===== config.mk =====
export PLATFORM = sky130hd
export DESIGN_NAME = md5_message_digest
export DESIGN_NICKNAME = d
export VERILOG_FILES = /design/src/rtl/core/md5_pkg.sv /design/src/rtl/core/md5_block_buf.sv /design/src/rtl/core/md5_round.sv /design/src/rtl/core/md5_message_digest.sv
export SDC_FILE = /design/constraint.sdc
export NUM_CORES = 2
export LEC_CHECK = 0
export BUFFER_PORTS_ARGS = -buffer_cell sky130_fd_sc_hd__buf_2
export CAP_MARGIN = 0
export CORE_ASPECT_RATIO = 1.5
export CORE_UTILIZATION = 50
export CTS_CLUSTER_DIAMETER = 60
export CTS_CLUSTER_SIZE = 40
export DETAILED_ROUTE_END_ITERATION = 8
export PLACE_DENSITY = 0.69
export SLEW_MARGIN = 15
export SYNTH_ARGS = -nofsm -noshare
export SYNTH_HDL_FRONTEND = slang
export SYNTH_SLANG_ARGS = --single-unit

===== constraint.sdc =====
create_clock -name clk -period 9.4 [get_ports clk]
set_clock_uncertainty 0.15 [all_clocks]
set_input_delay 0.47 -clock clk [delete_from_list [all_inputs] [get_ports clk]]
set_output_delay 0.47 -clock clk [all_outputs]
set_load 0.01 [all_outputs]

===== src/rtl/core/md5_pkg.sv =====
`default_nettype none

package md5_pkg;

  typedef struct packed {
    logic [7:0] data_byte;
    logic       has_byte;
    logic       last_byte;
  } md5_in_t;

  typedef struct packed {
    logic [31:0] digest_a;
    logic [31:0] digest_b;
    logic [31:0] digest_c;
    logic [31:0] digest_d;
  } md5_out_t;

  // Write request into the message block buffer: bits set in keep preserve
  // the matching byte lanes of the old word, the rest come from data.
  typedef struct packed {
    logic        en;
    logic [3:0]  idx;
    logic [3:0]  keep;
    logic [31:0] data;
  } md5_wr_t;

  localparam logic [31:0] IV_A = 32'h67452301;
  localparam logic [31:0] IV_B = 32'hefcdab89;
  localparam logic [31:0] IV_C = 32'h98badcfe;
  localparam logic [31:0] IV_D = 32'h10325476;

  localparam logic [31:0] PAD_BYTE = 32'h0000_0080;

  localparam logic [31:0] ROUND_K [64] = '{
    32'hD76AA478, 32'hE8C7B756, 32'h242070DB, 32'hC1BDCEEE,
    32'hF57C0FAF, 32'h4787C62A, 32'hA8304613, 32'hFD469501,
    32'h698098D8, 32'h8B44F7AF, 32'hFFFF5BB1, 32'h895CD7BE,
    32'h6B901122, 32'hFD987193, 32'hA679438E, 32'h49B40821,
    32'hF61E2562, 32'hC040B340, 32'h265E5A51, 32'hE9B6C7AA,
    32'hD62F105D, 32'h02441453, 32'hD8A1E681, 32'hE7D3FBC8,
    32'h21E1CDE6, 32'hC33707D6, 32'hF4D50D87, 32'h455A14ED,
    32'hA9E3E905, 32'hFCEFA3F8, 32'h676F02D9, 32'h8D2A4C8A,
    32'hFFFA3942, 32'h8771F681, 32'h6D9D6122, 32'hFDE5380C,
    32'hA4BEEA44, 32'h4BDECFA9, 32'hF6BB4B60, 32'hBEBFBC70,
    32'h289B7EC6, 32'hEAA127FA, 32'hD4EF3085, 32'h04881D05,
    32'hD9D4D039, 32'hE6DB99E5, 32'h1FA27CF8, 32'hC4AC5665,
    32'hF4292244, 32'h432AFF97, 32'hAB9423A7, 32'hFC93A039,
    32'h655B59C3, 32'h8F0CCC92, 32'hFFEFF47D, 32'h85845DD1,
    32'h6FA87E4F, 32'hFE2CE6E0, 32'hA3014314, 32'h4E0811A1,
    32'hF7537E82, 32'hBD3AF235, 32'h2AD7D2BB, 32'hEB86D391
  };

  localparam logic [4:0] ROUND_S [16] = '{
    5'd7, 5'd12, 5'd17, 5'd22, 5'd5, 5'd9, 5'd14, 5'd20,
    5'd4, 5'd11, 5'd16, 5'd23, 5'd6, 5'd10, 5'd15, 5'd21
  };

  // Message word used by a given round.
  function automatic logic [3:0] msg_index(input logic [5:0] rnd);
    logic [3:0] r;
    logic [3:0] g;
    r = rnd[3:0];
    case (rnd[5:4])
      2'd0:    g = r;
      2'd1:    g = r * 4'd5 + 4'd1;
      2'd2:    g = r * 4'd3 + 4'd5;
      default: g = r * 4'd7;
    endcase
    return g;
  endfunction

endpackage

`default_nettype wire


===== src/rtl/core/md5_block_buf.sv =====
`default_nettype none

module md5_block_buf (
  input  wire logic             clk,
  input  wire md5_pkg::md5_wr_t wr,
  input  wire logic [3:0]       ridx,
  output logic [31:0]           rdata
);
  import md5_pkg::*;

  logic [31:0] words [16];
  logic [31:0] keep_mask;

  // Widen the per-lane keep flags to a bit mask.
  always_comb begin
    for (int i = 0; i < 4; i++) begin
      keep_mask[i*8 +: 8] = {8{wr.keep[i]}};
    end
  end

  always_ff @(posedge clk) begin
    if (wr.en) begin
      words[wr.idx] <= (words[wr.idx] & keep_mask) | (wr.data & ~keep_mask);
    end
  end

  // Registered read: the address is presented in the cycle before the data is used.
  always_ff @(posedge clk) begin
    rdata <= words[ridx];
  end

endmodule

`default_nettype wire


===== src/rtl/core/md5_round.sv =====
`default_nettype none

module md5_round (
  input  wire logic [5:0]  rnd,
  input  wire logic [31:0] a,
  input  wire logic [31:0] b,
  input  wire logic [31:0] c,
  input  wire logic [31:0] d,
  input  wire logic [31:0] m,
  output logic [31:0]      b_next
);
  import md5_pkg::*;

  logic [31:0] f;
  logic [31:0] sum;
  logic [31:0] rot;
  logic [4:0]  s;

  always_comb begin
    case (rnd[5:4])
      2'd0:    f = d ^ (b & (c ^ d));
      2'd1:    f = c ^ (d & (b ^ c));
      2'd2:    f = b ^ c ^ d;
      default: f = c ^ (b | ~d);
    endcase
  end

  assign s   = ROUND_S[{rnd[5:4], rnd[1:0]}];
  assign sum = a + f + ROUND_K[rnd] + m;
  // Shift amounts are never zero, so the right shift stays below 32.
  assign rot = (sum << s) | (sum >> (6'd32 - {1'b0, s}));
  assign b_next = b + rot;

endmodule

`default_nettype wire


===== src/rtl/core/md5_message_digest.sv =====
`default_nettype none

// MD5 digest engine fed one message byte per transaction. A plain byte is
// taken without leaving the idle state, so bytes stream at one per clock
// until a 64-byte block fills; the block then runs through a single shared
// round unit at one round per cycle, followed by a fold into the chaining
// words, and input stays stalled throughout. A transaction with last_byte
// set starts padding: the 0x80 marker is written, each remaining block word
// (up to 15) is zeroed or given the bit length, the working registers are
// loaded, then the block is compressed. When the marker lands at byte 56 or
// later, a second fill of all 16 words, its load and a second compression
// follow. The digest is then placed in an output register and the engine
// returns to the initial chaining values; the next message may start while
// the digest waits to be taken. Transactions with neither a byte nor a last
// mark are accepted and dropped. The bit length wraps modulo 2^64.
module md5_message_digest (
  input  wire logic              clk,
  input  wire logic              rst,
  input  wire logic              in_valid,
  output logic                   in_ready,
  input  wire md5_pkg::md5_in_t  in_data,
  output logic                   out_valid,
  input  wire logic              out_ready,
  output md5_pkg::md5_out_t      out_data
);
  import md5_pkg::*;

  typedef enum logic [2:0] {
    ST_IDLE,
    ST_PAD_HEAD,
    ST_PAD_FILL,
    ST_ROUND,
    ST_FOLD,
    ST_EMIT
  } state_t;

  state_t      state;
  logic [31:0] chain_a, chain_b, chain_c, chain_d;
  logic [31:0] a, b, c, d;
  logic [5:0]  rnd;
  logic [60:0] byte_count;
  logic [4:0]  fill_idx;
  logic        last_pend;
  logic        padding;
  logic        second;

  logic [5:0]  pos;
  logic        long_pad;
  logic [31:0] fill_word;
  logic [4:0]  lane_sh;
  md5_wr_t     wr;
  logic [3:0]  rd_idx;
  logic [31:0] msg_word;
  logic [31:0] b_next;
  logic        in_take;
  logic        emit_fire;

  assign in_ready  = (state == ST_IDLE);
  assign in_take   = in_valid && in_ready;
  assign emit_fire = (state == ST_EMIT) && (!out_valid || out_ready);
  assign pos       = byte_count[5:0];
  assign lane_sh   = {pos[1:0], 3'b000};
  // Marker at byte 56 or later leaves no room for the length: two blocks.
  assign long_pad  = (pos[5:3] == 3'b111);

  always_comb begin
    if (long_pad && !second) begin
      fill_word = '0;
    end else if (fill_idx[3:0] == 4'd14) begin
      fill_word = {byte_count[28:0], 3'b000};
    end else if (fill_idx[3:0] == 4'd15) begin
      fill_word = byte_count[60:29];
    end else begin
      fill_word = '0;
    end
  end

  // Single write port into the block buffer: absorb a byte, place the
  // padding marker, or sweep the remaining words.
  always_comb begin
    wr = '0;
    case (state)
      ST_IDLE: begin
        if (in_take && in_data.has_byte) begin
          wr.en   = 1'b1;
          wr.idx  = pos[5:2];
          wr.keep = ~(4'b0001 << pos[1:0]);
          wr.data = {24'b0, in_data.data_byte} << lane_sh;
        end
      end
      ST_PAD_HEAD: begin
        wr.en   = 1'b1;
        wr.idx  = pos[5:2];
        wr.keep = (4'b0001 << pos[1:0]) - 4'd1;
        wr.data = PAD_BYTE << lane_sh;
      end
      ST_PAD_FILL: begin
        if (!fill_idx[4]) begin
          wr.en   = 1'b1;
          wr.idx  = fill_idx[3:0];
          wr.keep = '0;
          wr.data = fill_word;
        end
      end
      default: wr = '0;
    endcase
  end

  // Fetch the word for the next round; the load cycle before round 0
  // fetches word 0.
  assign rd_idx = (state == ST_ROUND) ? msg_index(rnd + 6'd1) : 4'd0;

  md5_block_buf u_buf (
    .clk   (clk),
    .wr    (wr),
    .ridx  (rd_idx),
    .rdata (msg_word)
  );

  md5_round u_round (
    .rnd    (rnd),
    .a      (a),
    .b      (b),
    .c      (c),
    .d      (d),
    .m      (msg_word),
    .b_next (b_next)
  );

  always_ff @(posedge clk) begin
    if (rst) begin
      state      <= ST_IDLE;
      chain_a    <= IV_A;
      chain_b    <= IV_B;
      chain_c    <= IV_C;
      chain_d    <= IV_D;
      byte_count <= '0;
      last_pend  <= 1'b0;
      padding    <= 1'b0;
      second     <= 1'b0;
      out_valid  <= 1'b0;
      rnd        <= '0;
      fill_idx   <= '0;
    end else begin
      // Raise valid for a new digest; drop the held one once taken.
      if (emit_fire) begin
        out_valid <= 1'b1;
      end else if (out_ready) begin
        out_valid <= 1'b0;
      end

      case (state)
        ST_IDLE: begin
          if (in_take) begin
            if (in_data.has_byte) begin
              byte_count <= byte_count + 61'd1;
            end
            if (in_data.has_byte && pos == 6'd63) begin
              // Block full: compress it, then pad if this was the end.
              last_pend <= in_data.last_byte;
              a         <= chain_a;
              b         <= chain_b;
              c         <= chain_c;
              d         <= chain_d;
              rnd       <= '0;
              state     <= ST_ROUND;
            end else if (in_data.last_byte) begin
              state <= ST_PAD_HEAD;
            end
          end
        end
        ST_PAD_HEAD: begin
          padding  <= 1'b1;
          second   <= 1'b0;
          fill_idx <= {1'b0, pos[5:2]} + 5'd1;
          state    <= ST_PAD_FILL;
        end
        ST_PAD_FILL: begin
          if (fill_idx[4]) begin
            a     <= chain_a;
            b     <= chain_b;
            c     <= chain_c;
            d     <= chain_d;
            rnd   <= '0;
            state <= ST_ROUND;
          end else begin
            fill_idx <= fill_idx + 5'd1;
          end
        end
        ST_ROUND: begin
          a   <= d;
          b   <= b_next;
          c   <= b;
          d   <= c;
          rnd <= rnd + 6'd1;
          if (rnd == 6'd63) begin
            state <= ST_FOLD;
          end
        end
        ST_FOLD: begin
          chain_a <= chain_a + a;
          chain_b <= chain_b + b;
          chain_c <= chain_c + c;
          chain_d <= chain_d + d;
          if (padding) begin
            if (long_pad && !second) begin
              // Length block: clear every word, length lands in 14 and 15.
              second   <= 1'b1;
              fill_idx <= '0;
              state    <= ST_PAD_FILL;
            end else begin
              state <= ST_EMIT;
            end
          end else if (last_pend) begin
            last_pend <= 1'b0;
            state     <= ST_PAD_HEAD;
          end else begin
            state <= ST_IDLE;
          end
        end
        ST_EMIT: begin
          // Hold until the output register is free.
          if (emit_fire) begin
            out_data.digest_a <= chain_a;
            out_data.digest_b <= chain_b;
            out_data.digest_c <= chain_c;
            out_data.digest_d <= chain_d;
            chain_a           <= IV_A;
            chain_b           <= IV_B;
            chain_c           <= IV_C;
            chain_d           <= IV_D;
            byte_count        <= '0;
            padding           <= 1'b0;
            second            <= 1'b0;
            last_pend         <= 1'b0;
            state             <= ST_IDLE;
          end
        end
        default: state <= ST_IDLE;
      endcase
    end
  end

endmodule

`default_nettype wire


==> results.yml <==
outcome:
  status: "complete, no violations"
synth:
  synth-async-reset-ratio: 0
  yosys_warnings: 0
  synth_top_family_by_area: "compound AO/OA/AOI/OAI gates"
  yosysTopAreaCellShare: 0.370
  synth_area_um2: 62400
  synth.distinct_cells: 106
  synthCells: 6715
  synth_compound_area_frac: 0.187
  synth_xor_area_frac: 0.0393
  syn_area_per_cell_um2: 9.29
  synth_largest_area_cell: "edfxtp_1"
  synthTopCellsByArea: "edfxtp_1 37%, nand2_1 8.2%, dfxtp_1 7.7%"
  synthAdderAreaFrac: 0.0653
  ys_seq_area_frac: 0.446
  ys_seq_elements: 1007
  synth_ff_type: "edfxtp_1"
  synthMuxAreaShare: 0.0491
  yosys.area_share.simple: 0.173
  syn-num-nets: 7013
  synth_edf_count: 768
worst_setup_path:
  crit_path_end_kind: "flip-flop"
  cp_max_fo: 61
  path_common_cell: "buf_4"
  start_kind: "flip-flop"
  crit_slowest_cell: "fa_1"
  critPathArrivalTime_ns: 9.49
  crit_type: "reg -> reg"
  cp.required_ns: 9.81
  max_stage_delay_ns: 0.49
cts:
  clk_pin_slew_ns: 0.11
  clock-sinks: 1007
  clock_path_buffers: 3
  cts_max_level: 3
  clockRootBuffer: "clkbuf_16"
  worstSkewPairLatency_ns: 0.75
  cts_buffers: 71
  cts_tree: "done"
route:
  dr.pass1.iters: 8
  viasPerCell: 6.37
  wire_per_inst_um: 26.0
  num_vias: 55169
  ant_nets: 0
  routed_wl_um: 225000
  drc: 0
  first_iter_violations: 5413
finish:
  nets: 7302
  layout_common_cells: "1350 x nand2_1, 768 x edfxtp_1, 495 x buf_4"
  utilization: 0.572
  fillCellCount: 10779
  fin_cells: 8666
  final_common_cell: "nand2_1"
  area_growth_pct: 13.4
  drive_gt1_frac: 0.144
floorplanning:
  die_h_um: 435
  core_um2: 124000
  dieWidth_um: 290
  io_pins: 144
  fp-row-count: 158
  fp.dieArea_um2: 126000
  initial_core_util: 0.504
power:
  clkPwrFrac: 0.135
  seqPwrFrac: 0.199
  p_sw_frac: 0.441
  p_total_mw: 27.4
  power_density_nw_per_um2: 387
  internal_power_mw: 15.3
  peakVddDrop_v: 0.000352
  combPwrFrac: 0.667
  leakage_nw: 26.6
  p_sw_mw: 12.1
sta:
  worst_slew_pin_slew_ns: 1.21
  fmax_mhz: 110
  min_period_ns: 9.09
  setup_tns_ns: 0
  setup_viol: 0
  timing.hold.ws_ns: 0.117
  hold_viol_final: 0
  slew_violations: 0
  slew_headroom: 0.194
  timing.final.crit_share: 0.967
global_routing:
  grt_pass1_wl_um: 333000
  grt_use_total: 0.351
  grt_max_degree: 143
  grt_pass1_vias: 53840
  antenna_found_initial: 10
  grt_overflow: 0
placement:
  place_hpwl_um: 157000
  portBuffers: 143
  gp_congestion: 1.04
  dp.cells: 8523
job:
  cap_violations: 0
min_path:
  min_path_type: "in -> reg"
==> cell usage after synthesis (12+ instances only) <==
cell	count
nand2_1	1355
edfxtp_1	768
a21oi_1	461
nor2_1	433
o21ai_0	336
clkbuf_1	310
dfxtp_1	239
nand3_1	217
ha_1	216
mux2i_1	205
inv_1	186
a211oi_1	171
xnor2_1	165
a311oi_1	144
and3_1	120
a31oi_1	115
xor2_1	105
a21o_1	83
and2_1	80
a22oi_1	72
fa_1	68
nor3_1	66
o211ai_1	66
buf_2	64
buf_1	50
o22ai_1	49
or2_2	40
mux4_2	39
nand2b_1	38
o21a_1	36
nor2b_1	31
nand4_1	29
o221ai_1	22
nor4_1	20
o21bai_1	20
o31ai_1	19
or3_1	18
a21boi_0	14
a221oi_1	14
a211o_1	13
buf_4	13
a2111oi_0	12
a22o_1	12
mux2_2	12
o21ai_1	12
==> critical path: cells and delay by family (launching register included) <==
kind,cells,cell delay (ns)
AO/OA/AOI/OAI,20,4.12
AND/OR/NAND/NOR,2,0.19
XOR/XNOR,2,0.46
adder cells (fa/ha/maj),4,1.59
buffers and inverters,6,1.30
flip-flops,1,0.39
multiplexers,2,0.66
==> per-stage QoR <==
stage,setup WS [ns],cell area (µm²)
floorplan,0.0484,62400
global placement,-0.0955,67600
detailed placement,-0.160,67600
CTS,0.00304,70500
global route,-0.0657,70800
finish,0.312,70800
==> registers in the layout, summed over array words and instances (netlist names), 3 cells and up <==
signal       flops
chain_d         32
byte_count      61
b               32
out_data       128
u_buf.rdata     32
u_buf.words    512
c               32
a               32
chain_c         32
state            3
d               32
fill_idx         5
rnd              6
chain_b         32
chain_a         32
==> layer usage <==
layer / GRT usage / vias to the layer above / part of all wire
met5: 0 / - / 0.00012
met4: 0.289 / 4 / 0.091
met3: 0.0501 / 749 / 0.070
met2: 0.610 / 2547 / 0.49
met1: 0.382 / 26737 / 0.35
li1: - / 25132 / -
==> timing repair <==
| action | in CTS | in global routing |
|---|---|---|
| buffers inserted | 0 | 5 |
| endpoints found under the hold margin | 4 | 0 |
| setup endpoints to repair | 4 | 14 |
| hold buffers | 3 | 0 |
| resized for setup | 7 | 69 |
| pin swaps | 0 | 14 |
==> worst paths after layout <==
| kind | slack, ns | endpoint | startpoint | depth (start not counted) |
|---|---|---|---|---|
| min | 0.12 | state[1]$_SDFFE_PP0P_ | in_data[1] | 5 |
| max | 0.31 | b[31]$_DFFE_PP_ | rnd[2]$_SDFFE_PP0P_ | 36 |
| max reg2reg | 0.31 | b[31]$_DFFE_PP_ | rnd[2]$_SDFFE_PP0P_ | 36 |
| min reg2reg | 0.34 | last_pend$_SDFFE_PP0P_ | last_pend$_SDFFE_PP0P_ | 2 |
==> logic make-up (layout without fill, tap and decap cells) <==
group | count (synthesis) | after routing
buffers and inverters | 634 | 982
XOR/XNOR | 275 | 275
AND/OR/NAND/NOR | 2478 | 2478
flip-flops | 1007 | 1007
AO/OA/AOI/OAI | 1780 | 1780
other | 0 | 3
multiplexers | 256 | 256
adder cells (fa/ha/maj) | 285 | 285
==> layout make-up <==
cell class	instances	area [µm²]	area share
flip-flops and latches	1007	27900	0.394
well taps	1600	2000	0.0283
inverters	194	732	0.0103
multi-input cells	5074	32600	0.460
repair buffers	656	4750	0.0671
clock inverters	61	1060	0.0149
clock buffers	71	1780	0.0251
diodes	3	7.51	0.000106
==> power by group through the flow <==
stage                     Combinational, mW  Sequential (mW)  Clock (mW)
after floorplan                        10.2             5.47           0
after global placement                 17.3             5.52           0
after detailed placement               17.4             5.53           0
after CTS                              17.5             5.43        3.70
after global routing                   19.6             5.46        3.86
final                                  18.2             5.44        3.68
Note: power is estimated with default switching activity, not from simulation.
